===== src/rtl/cipadv_pkg.sv =====
// Shared constants, types and helper functions for the CIP advection cell update block.
package cipadv_pkg;

  // Number format of values, slopes and velocity.
  localparam int VALUE_BITS    = 32;
  localparam int FRACTION_BITS = 24;
  // Fraction bits of the dt/dx register.
  localparam int COURANT_BITS  = 24;

  // Internal width for coefficients and partial sums, with headroom for growth.
  localparam int INT_BITS  = VALUE_BITS + 8;
  // Courant number, unsigned, at most one.
  localparam int S_BITS    = FRACTION_BITS + 1;
  // Raw Courant product before the clip.
  localparam int CPROD_BITS = VALUE_BITS + COURANT_BITS;
  // Width used to compare the raw Courant number against one.
  localparam int CMP_BITS  = (VALUE_BITS > S_BITS) ? VALUE_BITS : S_BITS;
  // Signed product of an internal value and the Courant number.
  localparam int PROD_BITS = INT_BITS + S_BITS + 1;

  // Stream widths.
  localparam int NUM_IN_FIELDS = 7;
  localparam int IN_BITS       = ((NUM_IN_FIELDS * VALUE_BITS + 7) / 8) * 8;
  localparam int OUT_BITS      = ((2 * VALUE_BITS + 7) / 8) * 8;
  localparam int USER_BITS     = 2;

  // Bit positions in the output tuser.
  localparam int USER_CLIPPED   = 0;
  localparam int USER_SATURATED = 1;

  // Field slots in the input tdata, lowest first.
  localparam int FLD_VALUE_LEFT   = 0;
  localparam int FLD_VALUE_CENTER = 1;
  localparam int FLD_VALUE_RIGHT  = 2;
  localparam int FLD_SLOPE_LEFT   = 3;
  localparam int FLD_SLOPE_CENTER = 4;
  localparam int FLD_SLOPE_RIGHT  = 5;
  localparam int FLD_VELOCITY     = 6;

  // Pipeline depth.
  localparam int NUM_STAGES = 9;

  // Per-stage load enables from the pipeline control.
  typedef struct packed {
    logic [NUM_STAGES-1:0] load;
  } pipe_ctrl_t;

  // Coefficients and Courant number handed from the front end to the evaluator.
  typedef struct packed {
    logic signed [INT_BITS-1:0]   coef_a;
    logic signed [INT_BITS-1:0]   coef_b;
    logic signed [INT_BITS-1:0]   slope_c;
    logic signed [VALUE_BITS-1:0] value_c;
    logic [S_BITS-1:0]            courant;
    logic                         from_lower;
    logic                         clipped;
  } coef_t;

  // floor(x * s / 2^FRACTION_BITS) from the exact signed product.
  function automatic logic signed [INT_BITS-1:0] scale_floor(
    input logic signed [PROD_BITS-1:0] prod
  );
    return prod[FRACTION_BITS +: INT_BITS];
  endfunction

endpackage


===== src/rtl/cipadv_ctrl.sv =====
// Valid chain and per-stage load enables for the datapath pipeline.
module cipadv_ctrl (
  input  logic                    clk_i,
  input  logic                    rst_ni,
  input  logic                    in_valid_i,
  output logic                    in_ready_o,
  output logic                    out_valid_o,
  input  logic                    out_ready_i,
  output cipadv_pkg::pipe_ctrl_t  ctrl_o
);

  logic [cipadv_pkg::NUM_STAGES-1:0] valid_q, valid_d;
  logic [cipadv_pkg::NUM_STAGES-1:0] load;

  // A stage loads when it is empty or its content moves on; bubbles collapse.
  always_comb begin
    load[cipadv_pkg::NUM_STAGES-1] = !valid_q[cipadv_pkg::NUM_STAGES-1] || out_ready_i;
    for (int k = cipadv_pkg::NUM_STAGES - 2; k >= 0; k--) begin
      load[k] = !valid_q[k] || load[k+1];
    end
  end

  // Valid bits travel with the data.
  always_comb begin
    valid_d = valid_q;
    if (load[0]) begin
      valid_d[0] = in_valid_i;
    end
    for (int k = 1; k < cipadv_pkg::NUM_STAGES; k++) begin
      if (load[k]) begin
        valid_d[k] = valid_q[k-1];
      end
    end
  end

  always_ff @(posedge clk_i or negedge rst_ni) begin
    if (!rst_ni) begin
      valid_q <= '0;
    end else begin
      valid_q <= valid_d;
    end
  end

  assign in_ready_o  = load[0];
  assign out_valid_o = valid_q[cipadv_pkg::NUM_STAGES-1];
  assign ctrl_o.load = load;

endmodule


===== config.mk =====
export PLATFORM = sky130hd
export DESIGN_NAME = cipadv_ctrl
export DESIGN_NICKNAME = d
export VERILOG_FILES = /design/src/rtl/cipadv_pkg.sv /design/src/rtl/cipadv_ctrl.sv
export SDC_FILE = /design/constraint.sdc
export NUM_CORES = 1
export LEC_CHECK = 0
export BUFFER_PORTS_ARGS = -buffer_cell sky130_fd_sc_hd__buf_4
export CAP_MARGIN = 20
export CORE_AREA = 2 2 39 41
export DETAILED_ROUTE_END_ITERATION = 6
export DIE_AREA = 0 0 41 43
export PLACE_DENSITY_LB_ADDON = 0.12
export SYNTH_ARGS = -nofsm -noshare
export SYNTH_HDL_FRONTEND = slang
export SYNTH_SLANG_ARGS = --single-unit

===== constraint.sdc =====
create_clock -name clk_i -period 1.24 [get_ports clk_i]
set_input_delay 0.248 -clock clk_i [delete_from_list [all_inputs] [get_ports clk_i]]
set_output_delay 0.248 -clock clk_i [all_outputs]
set_load 0.03 [all_outputs]

# After elaboration in Yosys (flattened, before gate mapping)
# Index checks and enable logic that the tools add are counted.
# totals
out_inout_bits	11
regBits	9
# op_classes
n_reduce_logical	18
# op_table
op	n
1-bit logical NOT	9
1-bit logical OR	9

# Depth between registers and ports, before layout
# logic_depth
word_depth	10
mapped_depth	5

# Worst setup path after synthesis
# No wires, ideal clock.
# synth_path
path_type	register to output
startpoint	register valid_q[8] (netlist bit)
endpoint	output port ctrl_o[0] (netlist bit)
stages_incl_launch_ff	6
t_arrival_ps	1634
slack_ps	-642
required_time_ps	992
path_cell_list	dfrtp_1 -> and4b_1 -> buf_6 -> buf_6 -> nand4_1 -> buf_4
# synth_between
elab_chain_cells	10
# synth_rtl
item	line_no	rtl
start: declaration	cipadv_ctrl.sv:12	logic [cipadv_pkg::NUM_STAGES-1:0] valid_q, valid_d;
start signal: assignment	cipadv_ctrl.sv:40	valid_q <= valid_d;
1-bit logical NOT	cipadv_ctrl.sv:17	load[cipadv_pkg::NUM_STAGES-1] = !valid_q[cipadv_pkg::NUM_STAGES-1] || out_ready_i;
1-bit logical OR	cipadv_ctrl.sv:17	
1-bit logical OR (8 in a row)	cipadv_ctrl.sv:19	load[k] = !valid_q[k] || load[k+1];
end: declaration	cipadv_ctrl.sv:9	output cipadv_pkg::pipe_ctrl_t ctrl_o
# Every way passes these cells.

==> summary.md <==
Counting the buffers created by CTS gives 3. After routing, the total negative slack on setup checks comes to -2.45 ns. The tools report the proportion of synthesized chip area in sequential cells as 0.566. Time the final worst path needs with I/O delays and setup: 1.50 ns.

For this design, the sink count on the clock tree is 9. 15 I/O pins were placed. The register with the most flip-flops in the final layout is valid_q.

The worst setup path is of the register to output pin kind. The flow ran to the end, but the final reports show violations. The worst slew slack as a fraction of its limit is 0.891. Walking the worst path, the cells encountered are buf_4, and4b_2, nand2_2, buf_6. In this design, the largest share of critical-path delay is due to flip-flops.

The total half-perimeter wirelength after legalization and detailed placement was 620 um; the final estimated routing congestion in global placement was 0.732. In the final layout, the registers with the most flip-flops are valid_q (9). Clock latency on the worst-skew pair, taken at its later pin, is 0.26 ns. In this run the deepest clock path goes through 2 buffers. For the count of antenna-violating nets left after detailed routing, the log shows 0. Entering global routing, the biggest net connects 10 pins. At the pin with the least slew margin, the transition time is 0.163 ns. The critical path contains buffers and inverters numbering 2 combined. Yosys mapped the design onto 16 distinct sky130hd cell types. The ratio of final minimum period to clock period was 1.21.

The mean instance size in the synthesized netlist is 12.1 um2. The tools report the total global routing track utilization as 0.149. The worst hold-check slack was 0.172 ns. The core box area is 1380 um2, and the delay of the slowest cell on the worst path is 0.40 ns.

The checks that failed: negative setup slack. After routing the design area is 689 um2. STA classifies the critical path endpoint as an output pin. The final layout contains 65 nets. The run gives -0.261 ns as the slack of the critical path. The tools report the number of antenna violations at the first check in global routing as 0. Synthesis handed over a netlist of 33 instances. TritonCTS built the clock tree.

The maximum clock frequency came out at 0.666 GHz. The die boundary width is 41 um, and the synthesis-stage register bit count is 9. In this run the power density over the cells is 1680 nW/um2.

The tools report the initial cell density of the core as 0.288. The post-detailed-route wirelength per cell came out at 13.7 um. The vertical die dimension came out at 43 um. The register with the most flip-flops in the layout has 9 of them. For the final database, setup skew stands at 0.00439 ns. The first global-routing pass estimated 1660 um of wire. The final hold violation count was 0. The worst setup path is launched from a register. The run gives 527 um2 as the area of placed instances. The standard cell with the maximum stage delay on the critical path is sky130_fd_sc_hd__dfrtp_1. The area growth from synthesis to layout is 73.3%.

The count of unresolved DRC violations after routing came out at 0. The maximum vdd ir drop is 0.920 mV. The die footprint was 1760 um2; the number of detailed-route iterations in the first pass was 2. At the placement stage, the worst setup path has a slack of -0.253 ns.

The tools report the total count of max-transition violations in the final report as 0. After detailed routing, the number of vias per cell comes to 4.71. For the max-capacitance violation count, the log shows 0. Setup repair after global routing could not meet its margin everywhere. STA puts the critical path data arrival time at 1.25 ns. The number of nets handed over by synthesis was 37. The leftover overflow at the end of global routing was 0. Total power for the finished layout comes to 0.00116 W. The run gives 17 as the count of final setup violators.

The clock-pin transition on the worst setup and hold timing paths works out to 0.06 ns. The cell area after synthesis came out at 398 um2. The repair_antennas step left the layout with diodes totalling 0. Along the worst path, the maximum fanout reaches 3. The run gives 0.99 ns as the required time at the worst-slack endpoint.

For the via count of the routed design, the log shows 358. The total detailed-routing wirelength is 1040 um. Via count of the first global-routing pass: 389.

Buffers placed on the I/O ports in this run total 14. The CTS H-tree depth came out at 1. The floorplan has 14 rows. In this run, the number of DRC markers left after iteration 0 of detailed routing was 6. The tools report the clock root buffer as sky130_fd_sc_hd__clkbuf_4. The analysis attributes to cell leakage a power of 0.320 nW. The fraction of final layout cells with drive strength greater than 1 is 0.633, and the number of warning messages in the yosys log is 0.

In this run the worst hold path is classified as primary input to register.
cells in the mapped netlist (all sizes together):
| library cell | n | area, um2 |
|---|---|---|
| nand2 | 2 | 7.51 |
| nand3 | 2 | 10.0 |
| nand4 | 2 | 12.5 |
| a41o | 2 | 20.0 |
| a31o | 2 | 17.5 |
| and4 | 1 | 8.76 |
| or2 | 1 | 6.26 |
| and4b | 1 | 10.0 |
| a21o | 2 | 15.0 |
| buf | 4 | 35.0 |
| nand3b | 1 | 7.51 |
| dfrtp | 9 | 225 |
| nand2b | 3 | 18.8 |
| inv | 1 | 3.75 |
cell families after synthesis:
logic type | after synthesis | synth area share
AO/OA/AOI/OAI | 6 | 0.132
buffers and inverters | 5 | 0.0975
flip-flops | 9 | 0.566
AND/OR/NAND/NOR | 13 | 0.204
layout make-up:
| cell class | count | area (um2) |
|---|---|---|
| Inverter | 1 | 3.75 |
| Sequential cell | 9 | 226 |
| Timing Repair Buffer | 26 | 246 |
| Clock buffer | 4 | 26.3 |
| Tap cell | 16 | 20.0 |
| Fill cell | 130 | 694 |
| Multi-Input combinational cell | 20 | 166 |
cell usage in the layout, fill, tap and decap left out:
| master | instances |
|---|---|
| sky130_fd_sc_hd__dfrtp_1 | 8 |
| sky130_fd_sc_hd__clkbuf_1 | 1 |
| sky130_fd_sc_hd__clkbuf_4 | 3 |
| sky130_fd_sc_hd__dfrtp_2 | 1 |
| sky130_fd_sc_hd__dlygate4sd3_1 | 1 |
| sky130_fd_sc_hd__nand3b_1 | 1 |
| sky130_fd_sc_hd__a31o_2 | 2 |
| sky130_fd_sc_hd__buf_6 | 13 |
| sky130_fd_sc_hd__nand2_1 | 1 |
| sky130_fd_sc_hd__a41o_1 | 2 |
| sky130_fd_sc_hd__inv_2 | 1 |
| sky130_fd_sc_hd__or2_1 | 1 |
| sky130_fd_sc_hd__nand2b_1 | 2 |
| sky130_fd_sc_hd__and4b_4 | 1 |
| sky130_fd_sc_hd__a21o_1 | 2 |
| sky130_fd_sc_hd__buf_4 | 12 |
| sky130_fd_sc_hd__nand4_1 | 2 |
| sky130_fd_sc_hd__nand2b_4 | 1 |
| sky130_fd_sc_hd__and4_4 | 1 |
| sky130_fd_sc_hd__nand3_2 | 1 |
| sky130_fd_sc_hd__nand3_1 | 1 |
| sky130_fd_sc_hd__and4b_2 | 1 |
| sky130_fd_sc_hd__nand2_2 | 1 |
where the power goes:
group / switching [W] / internal, W / leakage (nW)
Clock: 0.000104 / 0.000124 / 0.0150
Combinational: 0.000267 / 0.000277 / 0.209
Sequential: 0.0000398 / 0.000345 / 0.0952
worst paths after layout:
kind	start	end	slack (ns)	depth (start not counted)
max	valid_q[7]	ctrl_o[2]	-0.26	4
min	in_valid_i	valid_q[0]	0.17	2
max reg2reg	valid_q[7]	valid_q[4]	-0.14	5
min reg2reg	valid_q[2]	valid_q[3]	0.47	1
max in group asynchronous	rst_ni	valid_q[8]	0.74	2
min in group asynchronous	rst_ni	valid_q[8]	0.35	2
metal layers:
metal	share of wire	GRT usage
met1	0.43	0.188
met2	0.53	0.206
met3	0.045	0.0471
met4	0	0.100
met5	0	0
metrics by stage:
step | std cells | utilization
finish | 76 | 0.498
floorplan | 33 | -
detailed placement | 64 | 0.381
global placement | 64 | 0.381
CTS | 73 | 0.476
global route | 76 | 0.498
repair_timing:
action,4_1_cts,5_1_grt
buffers inserted,3,3
hold buffers,1,0
cloned,1,0
endpoints found under the setup margin,12,15
resized for setup,19,2
hold endpoints to repair,9,0
pin swaps,4,1
Note: power is estimated with default switching activity, not from simulation.
