### src/rtl/cipadv_pkg.sv
// Shared constants, types and helper functions for the CIP advection cell update block.
package cipadv_pkg;

  // Number format of values, slopes and velocity.
  localparam int VALUE_BITS    = 32;
  localparam int FRACTION_BITS = 24;
  // Fraction bits of the dt/dx register.
  localparam int COURANT_BITS  = 24;

  // Internal width for coefficients and partial sums, with headroom for growth.
  localparam int INT_BITS  = VALUE_BITS + 8;
  // Courant number, unsigned, at most one.
  localparam int S_BITS    = FRACTION_BITS + 1;
  // Raw Courant product before the clip.
  localparam int CPROD_BITS = VALUE_BITS + COURANT_BITS;
  // Width used to compare the raw Courant number against one.
  localparam int CMP_BITS  = (VALUE_BITS > S_BITS) ? VALUE_BITS : S_BITS;
  // Signed product of an internal value and the Courant number.
  localparam int PROD_BITS = INT_BITS + S_BITS + 1;

  // Stream widths.
  localparam int NUM_IN_FIELDS = 7;
  localparam int IN_BITS       = ((NUM_IN_FIELDS * VALUE_BITS + 7) / 8) * 8;
  localparam int OUT_BITS      = ((2 * VALUE_BITS + 7) / 8) * 8;
  localparam int USER_BITS     = 2;

  // Bit positions in the output tuser.
  localparam int USER_CLIPPED   = 0;
  localparam int USER_SATURATED = 1;

  // Field slots in the input tdata, lowest first.
  localparam int FLD_VALUE_LEFT   = 0;
  localparam int FLD_VALUE_CENTER = 1;
  localparam int FLD_VALUE_RIGHT  = 2;
  localparam int FLD_SLOPE_LEFT   = 3;
  localparam int FLD_SLOPE_CENTER = 4;
  localparam int FLD_SLOPE_RIGHT  = 5;
  localparam int FLD_VELOCITY     = 6;

  // Pipeline depth.
  localparam int NUM_STAGES = 9;

  // Per-stage load enables from the pipeline control.
  typedef struct packed {
    logic [NUM_STAGES-1:0] load;
  } pipe_ctrl_t;

  // Coefficients and Courant number handed from the front end to the evaluator.
  typedef struct packed {
    logic signed [INT_BITS-1:0]   coef_a;
    logic signed [INT_BITS-1:0]   coef_b;
    logic signed [INT_BITS-1:0]   slope_c;
    logic signed [VALUE_BITS-1:0] value_c;
    logic [S_BITS-1:0]            courant;
    logic                         from_lower;
    logic                         clipped;
  } coef_t;

  // floor(x * s / 2^FRACTION_BITS) from the exact signed product.
  function automatic logic signed [INT_BITS-1:0] scale_floor(
    input logic signed [PROD_BITS-1:0] prod
  );
    return prod[FRACTION_BITS +: INT_BITS];
  endfunction

endpackage

### src/rtl/cipadv_coef.sv
// Front end: upwind selection, cubic coefficients and the clipped Courant number.
module cipadv_coef (
  input  logic                                  clk_i,
  input  logic [cipadv_pkg::IN_BITS-1:0]        in_data_i,
  input  logic [cipadv_pkg::COURANT_BITS-1:0]   courant_factor_i,
  input  cipadv_pkg::pipe_ctrl_t                ctrl_i,
  output cipadv_pkg::coef_t                     coef_o
);

  localparam int VB = cipadv_pkg::VALUE_BITS;
  localparam int IB = cipadv_pkg::INT_BITS;

  // Field unpacking.
  logic signed [VB-1:0] fl, fc, fr, gl, gc, gr, vel;
  assign fl  = in_data_i[cipadv_pkg::FLD_VALUE_LEFT   * VB +: VB];
  assign fc  = in_data_i[cipadv_pkg::FLD_VALUE_CENTER * VB +: VB];
  assign fr  = in_data_i[cipadv_pkg::FLD_VALUE_RIGHT  * VB +: VB];
  assign gl  = in_data_i[cipadv_pkg::FLD_SLOPE_LEFT   * VB +: VB];
  assign gc  = in_data_i[cipadv_pkg::FLD_SLOPE_CENTER * VB +: VB];
  assign gr  = in_data_i[cipadv_pkg::FLD_SLOPE_RIGHT  * VB +: VB];
  assign vel = in_data_i[cipadv_pkg::FLD_VELOCITY     * VB +: VB];

  // Stage 1: pick the upwind side, orient slopes toward it, velocity magnitude.
  logic                 low_1_d, low_1_q;
  logic [VB-1:0]        mag_1_d, mag_1_q;
  logic signed [VB:0]   diff_1_d, diff_1_q;
  logic signed [VB:0]   gcp_1_d, gcp_1_q;
  logic signed [VB:0]   gup_1_d, gup_1_q;
  logic signed [VB-1:0] fc_1_q;

  always_comb begin
    low_1_d = !vel[VB-1];
    mag_1_d = low_1_d ? vel : (VB'(0) - vel);
    if (low_1_d) begin
      diff_1_d = (VB+1)'(fc) - (VB+1)'(fl);
      gcp_1_d  = (VB+1)'(0) - (VB+1)'(gc);
      gup_1_d  = (VB+1)'(0) - (VB+1)'(gl);
    end else begin
      diff_1_d = (VB+1)'(fc) - (VB+1)'(fr);
      gcp_1_d  = (VB+1)'(gc);
      gup_1_d  = (VB+1)'(gr);
    end
  end

  always_ff @(posedge clk_i) begin
    if (ctrl_i.load[0]) begin
      low_1_q  <= low_1_d;
      mag_1_q  <= mag_1_d;
      diff_1_q <= diff_1_d;
      gcp_1_q  <= gcp_1_d;
      gup_1_q  <= gup_1_d;
      fc_1_q   <= fc;
    end
  end

  // Stage 2: Courant product and the two cubic coefficients.
  logic [cipadv_pkg::CPROD_BITS-1:0] cprod_2_d, cprod_2_q;
  logic signed [IB-1:0] a_2_d, a_2_q, b_2_d, b_2_q;
  logic signed [IB-1:0] d_ext, gcp_ext, gup_ext;
  logic signed [IB-1:0] gcp_2_q;
  logic signed [VB-1:0] fc_2_q;
  logic                 low_2_q;

  always_comb begin
    d_ext     = IB'(diff_1_q);
    gcp_ext   = IB'(gcp_1_q);
    gup_ext   = IB'(gup_1_q);
    cprod_2_d = cipadv_pkg::CPROD_BITS'(mag_1_q)
              * cipadv_pkg::CPROD_BITS'(courant_factor_i);
    // A = G'c + G'u - 2*(fu - fc), B = 3*(fu - fc) - 2*G'c - G'u
    a_2_d = gcp_ext + gup_ext + (d_ext <<< 1);
    b_2_d = IB'(0) - (d_ext + (d_ext <<< 1) + (gcp_ext <<< 1) + gup_ext);
  end

  always_ff @(posedge clk_i) begin
    if (ctrl_i.load[1]) begin
      cprod_2_q <= cprod_2_d;
      a_2_q     <= a_2_d;
      b_2_q     <= b_2_d;
      gcp_2_q   <= gcp_ext;
      fc_2_q    <= fc_1_q;
      low_2_q   <= low_1_q;
    end
  end

  // Stage 3: scale the Courant number and clip it to one.
  localparam logic [cipadv_pkg::CMP_BITS-1:0] ONE_CMP =
    cipadv_pkg::CMP_BITS'(1) << cipadv_pkg::FRACTION_BITS;

  logic [VB-1:0]                     s_raw;
  logic                              clip_3_d;
  logic [cipadv_pkg::S_BITS-1:0]     s_3_d;
  cipadv_pkg::coef_t                 coef_q;

  always_comb begin
    s_raw    = cprod_2_q[cipadv_pkg::COURANT_BITS +: VB];
    clip_3_d = cipadv_pkg::CMP_BITS'(s_raw) > ONE_CMP;
    s_3_d    = clip_3_d ? cipadv_pkg::S_BITS'(ONE_CMP) : cipadv_pkg::S_BITS'(s_raw);
  end

  always_ff @(posedge clk_i) begin
    if (ctrl_i.load[2]) begin
      coef_q.coef_a     <= a_2_q;
      coef_q.coef_b     <= b_2_q;
      coef_q.slope_c    <= gcp_2_q;
      coef_q.value_c    <= fc_2_q;
      coef_q.courant    <= s_3_d;
      coef_q.from_lower <= low_2_q;
      coef_q.clipped    <= clip_3_d;
    end
  end

  assign coef_o = coef_q;

endmodule

### config.mk
export PLATFORM = sky130hd
export DESIGN_NAME = cipadv_coef
export DESIGN_NICKNAME = d
export VERILOG_FILES = /design/src/rtl/cipadv_pkg.sv /design/src/rtl/cipadv_coef.sv
export SDC_FILE = /design/constraint.sdc
export NUM_CORES = 2
export LEC_CHECK = 0
export BUFFER_PORTS_ARGS = -buffer_cell sky130_fd_sc_hd__buf_2
export CAP_MARGIN = 20
export CORE_UTILIZATION = 55
export DETAILED_ROUTE_END_ITERATION = 10
export PLACE_DENSITY = 0.77
export SLEW_MARGIN = 10
export SYNTH_ARGS = -nofsm -noshare
export SYNTH_HDL_FRONTEND = slang
export SYNTH_SLANG_ARGS = --single-unit
export TNS_END_PERCENT = 10
### constraint.sdc
create_clock -name clk_i -period 7.2 [get_ports clk_i]
set_input_delay 0.72 -clock clk_i [delete_from_list [all_inputs] [get_ports clk_i]]
set_output_delay 0.72 -clock clk_i [all_outputs]
set_load 0.005 [all_outputs]
# Word-level counts from Yosys, hierarchy flattened
# Cells that the tools add are included.
[totals] ff_bits=538 output_inout_bits=179
[op_classes] addsub=11 mux=4 reduce_logical=1 order_cmp=1 mul=1
[op_table] operator="2-to-1 mux 33 bit" count=3
[op_table] operator="subtractor 1 x 32 -> 33 bit, first input constant" count=2
[op_table] operator="subtractor 32 x 32 -> 33 bit" count=2
[op_table] operator="multiplier 32 x 24 -> 56 bit" count=1
[op_table] operator="subtractor 1 x 37 -> 38 bit, first input constant" count=1
[op_table] operator="adder 36 x 33 -> 37 bit" count=1
[op_table] operator="adder 35 x 34 -> 36 bit" count=1
[op_table] operator="adder 33 x 34 -> 35 bit" count=1
[op_table] operator="adder 34 x 34 -> 35 bit" count=1
[op_table] operator="adder 33 x 33 -> 34 bit" count=1
[op_table] operator="> comparator 32 x 25 -> 1 bit, second input constant" count=1
[op_table] operator="subtractor 1 x 32 -> 32 bit, first input constant" count=1
[op_table] operator="2-to-1 mux 31 bit" count=1
[op_table] operator="zero test 1 bit" count=1

# Logic depth before layout (Yosys ltp)
[logic_depth] word_depth=4 ltp_mapped=26

# Worst setup path after synthesis
# Ideal clock, no wire load.
[synth_timing] path_type="in2reg" start="input port courant_factor_i[3] in the netlist's numbering" end="register cprod_2_q[41] in the netlist's numbering (data pin)" path_buffers=1 arrival_time_ns=6.726 stages=25 t_required_ns=6.942 setup_slack_ns=0.216 path_cell_list="clkbuf_1 nand2_1 fa_1 inv_1 fa_1 inv_1 fa_1 fa_1 fa_1 inv_1 fa_1 inv_1 fa_1 inv_1 ha_1 and3_1 and4_1 o2111ai_1 o211ai_2 o21ai_2 a31oi_1 a21o_1 a221o_1 a21oi_2 xnor2_1"
[synth_via] elab_chain_cells=1
[synth_lines] element="start: declaration" line="cipadv_coef.sv:5" rtl="input logic [cipadv_pkg::COURANT_BITS-1:0] courant_factor_i,"
[synth_lines] element="multiplier 32 x 24 -> 56 bit" line="cipadv_coef.sv:69" rtl="* cipadv_pkg::CPROD_BITS'(courant_factor_i);"
[synth_lines] element="via cprod_2_d, one bit" line="cipadv_coef.sv:57" rtl="logic [cipadv_pkg::CPROD_BITS-1:0] cprod_2_d, cprod_2_q;"
[synth_lines] element="end signal: assignment" line="cipadv_coef.sv:77" rtl="cprod_2_q <= cprod_2_d;"
[synth_lines] element="end: declaration" line="cipadv_coef.sv:57"
# The timed path passes the listed nets, and every way through them passes these cells.
# A chain may end at the register's enable or synchronous reset.

# Worst setup path in the final report
[layout_timing] start="register mag_1_q[14]" end="register cprod_2_q[41] in the netlist's numbering (data pin)"
[layout_via] elab_chain_cells=1
[layout_lines] element="start: declaration" line="cipadv_coef.sv:25" rtl="logic [VB-1:0] mag_1_d, mag_1_q;"
[layout_lines] element="start signal: assignment" line="cipadv_coef.sv:48" rtl="mag_1_q <= mag_1_d;"
[layout_lines] element="multiplier 32 x 24 -> 56 bit" line="cipadv_coef.sv:69"
[layout_lines] element="via cprod_2_d, one bit" line="cipadv_coef.sv:57"
# The timed path passes the listed nets, and every way through them passes these cells.

==> results.cfg <==
[route]
antenna_left = 0
drt-vias-per-instance = 5.482
first_iter_violations = 2356
routed_wl_um = 121400
vias = 34100
drc = 0
avgRoutedWirePerCell_um = 19.51
first_pass_iters = 6

[die]
fp-row-count = 109
start_util_pct = 55.53
fp.coreArea_sq_mm = 0.08837
ios = 437
die_x_um = 300.7
die_h_um = 300.7
dieArea_sq_mm = 0.09042

[sta]
setup_viol = 0
relSlewSlack_pct = 28.38
hold_viol = 0
fin_worst_skew_ns = 0.03689
fmaxAchievable_mhz = 142.8
worst_pin_slew_ns = 1.074
hold_slack_ns = 0.2902
drv_slew = 0
rsz0062_at_grt = true
finalWorstSetupSlack_ns = 0.1992
min_period_over_period_pct = 97.23
post-route-min-period_ns = 7.001

[placement]
pre_cts_ws_ns = -0.6636
numPortBuffers = 430
place_hpwl_um = 97780
place_area_sq_mm = 0.05393
place.gp.congestion = 0.9335

[synth]
ys.flop_type = edfxtp_1
synth_edf_count = 500
syn-cell-area_sq_mm = 0.04907
syn-instance-count = 4478
ys_ff_latch = 500
synth.distinct_cells = 73
avgSynthCellArea_sq_um = 10.96
async_flop_share_pct = 0
syn_nets = 5814
yosysSeqAreaShare_pct = 30.60
yosysWarnings = 0

[clock_network]
cts_buffer_depth = 3
clk_latency_ns = 0.62
clk_pin_slew_ns = 0.07
cts_made_buffers = 50
cts_tree = built
cts_sinks = 500
root_buffer = clkbuf_16
htree_levels = 2

[global_route]
grt_pass1_wl_um = 193600
antenna_found_initial = 12
grt_overflow = 0
grtUsageTotal_pct = 27.64
grt_pass1_vias = 35950
grt_start_max_net_pins = 114

[worst_hold_path]
hp-start = in_data_i[47]
holdPathStages = 1
hold_end = fc_1_q[15]
hold_path.class = in -> reg

[critical_path]
critPathKind = reg -> reg
start_kind = register
reg2reg_depth = 25
crit_path_end_kind = register
startpoint = mag_1_q[14]
worstReg2RegEnd = cprod_2_q[41]
rrSetupSlack_ns = 0.20
cp.required_ns = 7.54
worstReg2RegStart = mag_1_q[14]
cp.arrival_ns = 7.34
path_max_fanout = 4

[status]
outcome = finished, final reports clean

[layout]
final_cell_area_sq_mm = 0.05601
nNetsFinal = 6342
seq_area_sq_mm = 0.01501
area_delta_synth_final_pct = 14.14
multi_input_area_sq_mm = 0.03052
fillers = 6858
drive_above_1_share_pct = 15.97
final_core_util_pct = 63.38

[job]
maxCapViolCount = 0
-- area by class of cell --
cell class	count	area share (%)
Sequential cell	500	26.81
Clock inverter	38	0.8042
Antenna cell	8	0.03574
Multi-Input combinational cell	2975	54.48
Clock buffer	55	2.267
Tap cell	1165	2.602
Inverter	831	5.569
Timing Repair Buffer	648	7.432
-- Yosys cell counts, types with 34 or more instances --
cell / instances / share of area [%]
o21ai_0: 72 / 0.73
inv_1: 831 / 6.4
nor3_1: 34 / 0.35
fa_1: 759 / 31
a21oi_1: 135 / 1.4
clkbuf_1: 157 / 1.2
xnor2_1: 128 / 2.3
nand2_1: 501 / 3.8
ha_1: 319 / 8.1
edfxtp_1: 500 / 31
and2_1: 421 / 5.4
nor2_1: 102 / 0.78
xor2_1: 73 / 1.3
a21o_1: 60 / 0.92
-- flip-flops by register name (all words and copies together), names as in the netlist --
register   flops
coef_o       165
b_2_q         38
a_2_q         35
diff_1_q      33
gcp_1_q       33
gcp_2_q       33
gup_1_q       33
cprod_2_q     32
fc_1_q        32
fc_2_q        32
mag_1_q       32
low_1_q        1
low_2_q        1
-- critical path, cell delays in order, from the launching register on --
cell and delay [ns]:
edfxtp_1 0.51, buf_6 0.18, and2_1 0.15, fa_1 0.49, fa_1 0.57, inv_1 0.06
fa_1 0.53, inv_1 0.05, fa_1 0.42, fa_1 0.53, fa_1 0.43, fa_1 0.57
ha_4 0.21, buf_4 0.14, nand3_1 0.07, a21oi_1 0.08, o211ai_1 0.23, o211ai_2 0.12
buf_6 0.15, buf_6 0.12, o21ai_4 0.13, a31oi_2 0.12, a21o_1 0.25, a221o_1 0.39
a21oi_2 0.16, xnor2_1 0.07
-- cells in the final DEF (no fill, tap or decap), types with 10 or more instances in the layout --
cell / instances
nor4_1: 17
fa_2: 12
a21o_1: 60
buf_2: 426
xor2_1: 73
edfxtp_1: 500
o21ai_1: 30
and2_1: 419
nor2_1: 100
nand3_1: 22
and3_1: 15
o21ai_0: 70
nand2b_1: 16
buf_6: 12
nand2_1: 499
buf_4: 183
nand4_1: 19
a21oi_1: 128
o21bai_1: 16
mux2i_1: 31
buf_12: 25
xnor2_1: 128
o21a_1: 22
nor3_1: 33
a31oi_1: 10
o31ai_1: 14
clkinv_2: 12
fa_1: 747
nor2b_1: 19
ha_1: 309
or3_1: 13
a211oi_1: 11
clkbuf_16: 50
inv_1: 831
-- per-layer routing --
metal	part of all wire, %	GRT usage (%)
met2	49	46.28
met1	41	37.44
met4	3.0	8.351
met3	7.3	4.062
met5	0.027	0
-- through the flow --
step / TNS [ns] / cells
3_3_place_gp: -7.225 / 6114
3_5_place_dp: -10.01 / 6114
5_1_grt: -0.1008 / 6217
6_report: 0 / 6220
4_1_cts: 0 / 6207
2_1_floorplan: 0 / 4478
-- worst max path at each step --
stage | cells past startpoint | slack, ns | to
2_1_floorplan | 25 | 0.22 | cprod_2_q[41]
3_3_place_gp | 26 | -0.54 | cprod_2_q[55]
3_5_place_dp | 26 | -0.66 | cprod_2_q[55]
4_1_cts | 25 | 0.02 | cprod_2_q[41]
5_1_grt | 29 | -0.03 | cprod_2_q[41]
6_report | 25 | 0.20 | cprod_2_q[41]
-- timing repair --
item                       in CTS  in global routing
setup endpoints to repair      11                 18
pin swaps                       1                 39
hold buffers                    0                  0
gates cloned                    0                  0
buffers inserted                0                  5
resized for setup               4                 60
-- cells by family (layout without fill, tap and decap cells) --
group / Yosys count / after routing / synth area share (%)
simple gates: 1217 / 1217 / 12.45
xor+xnor: 201 / 201 / 3.587
flops: 500 / 500 / 30.60
fa+ha+maj: 1078 / 1078 / 39.10
buf+inv: 1003 / 1572 / 7.779
mux: 34 / 34 / 0.7012
compound gates: 445 / 445 / 5.793
other cells: 0 / 8 / 0
Power is left out: the tool's default activity adds up to more than one toggle a clock period on the data nets, which glitch-free logic cannot reach.
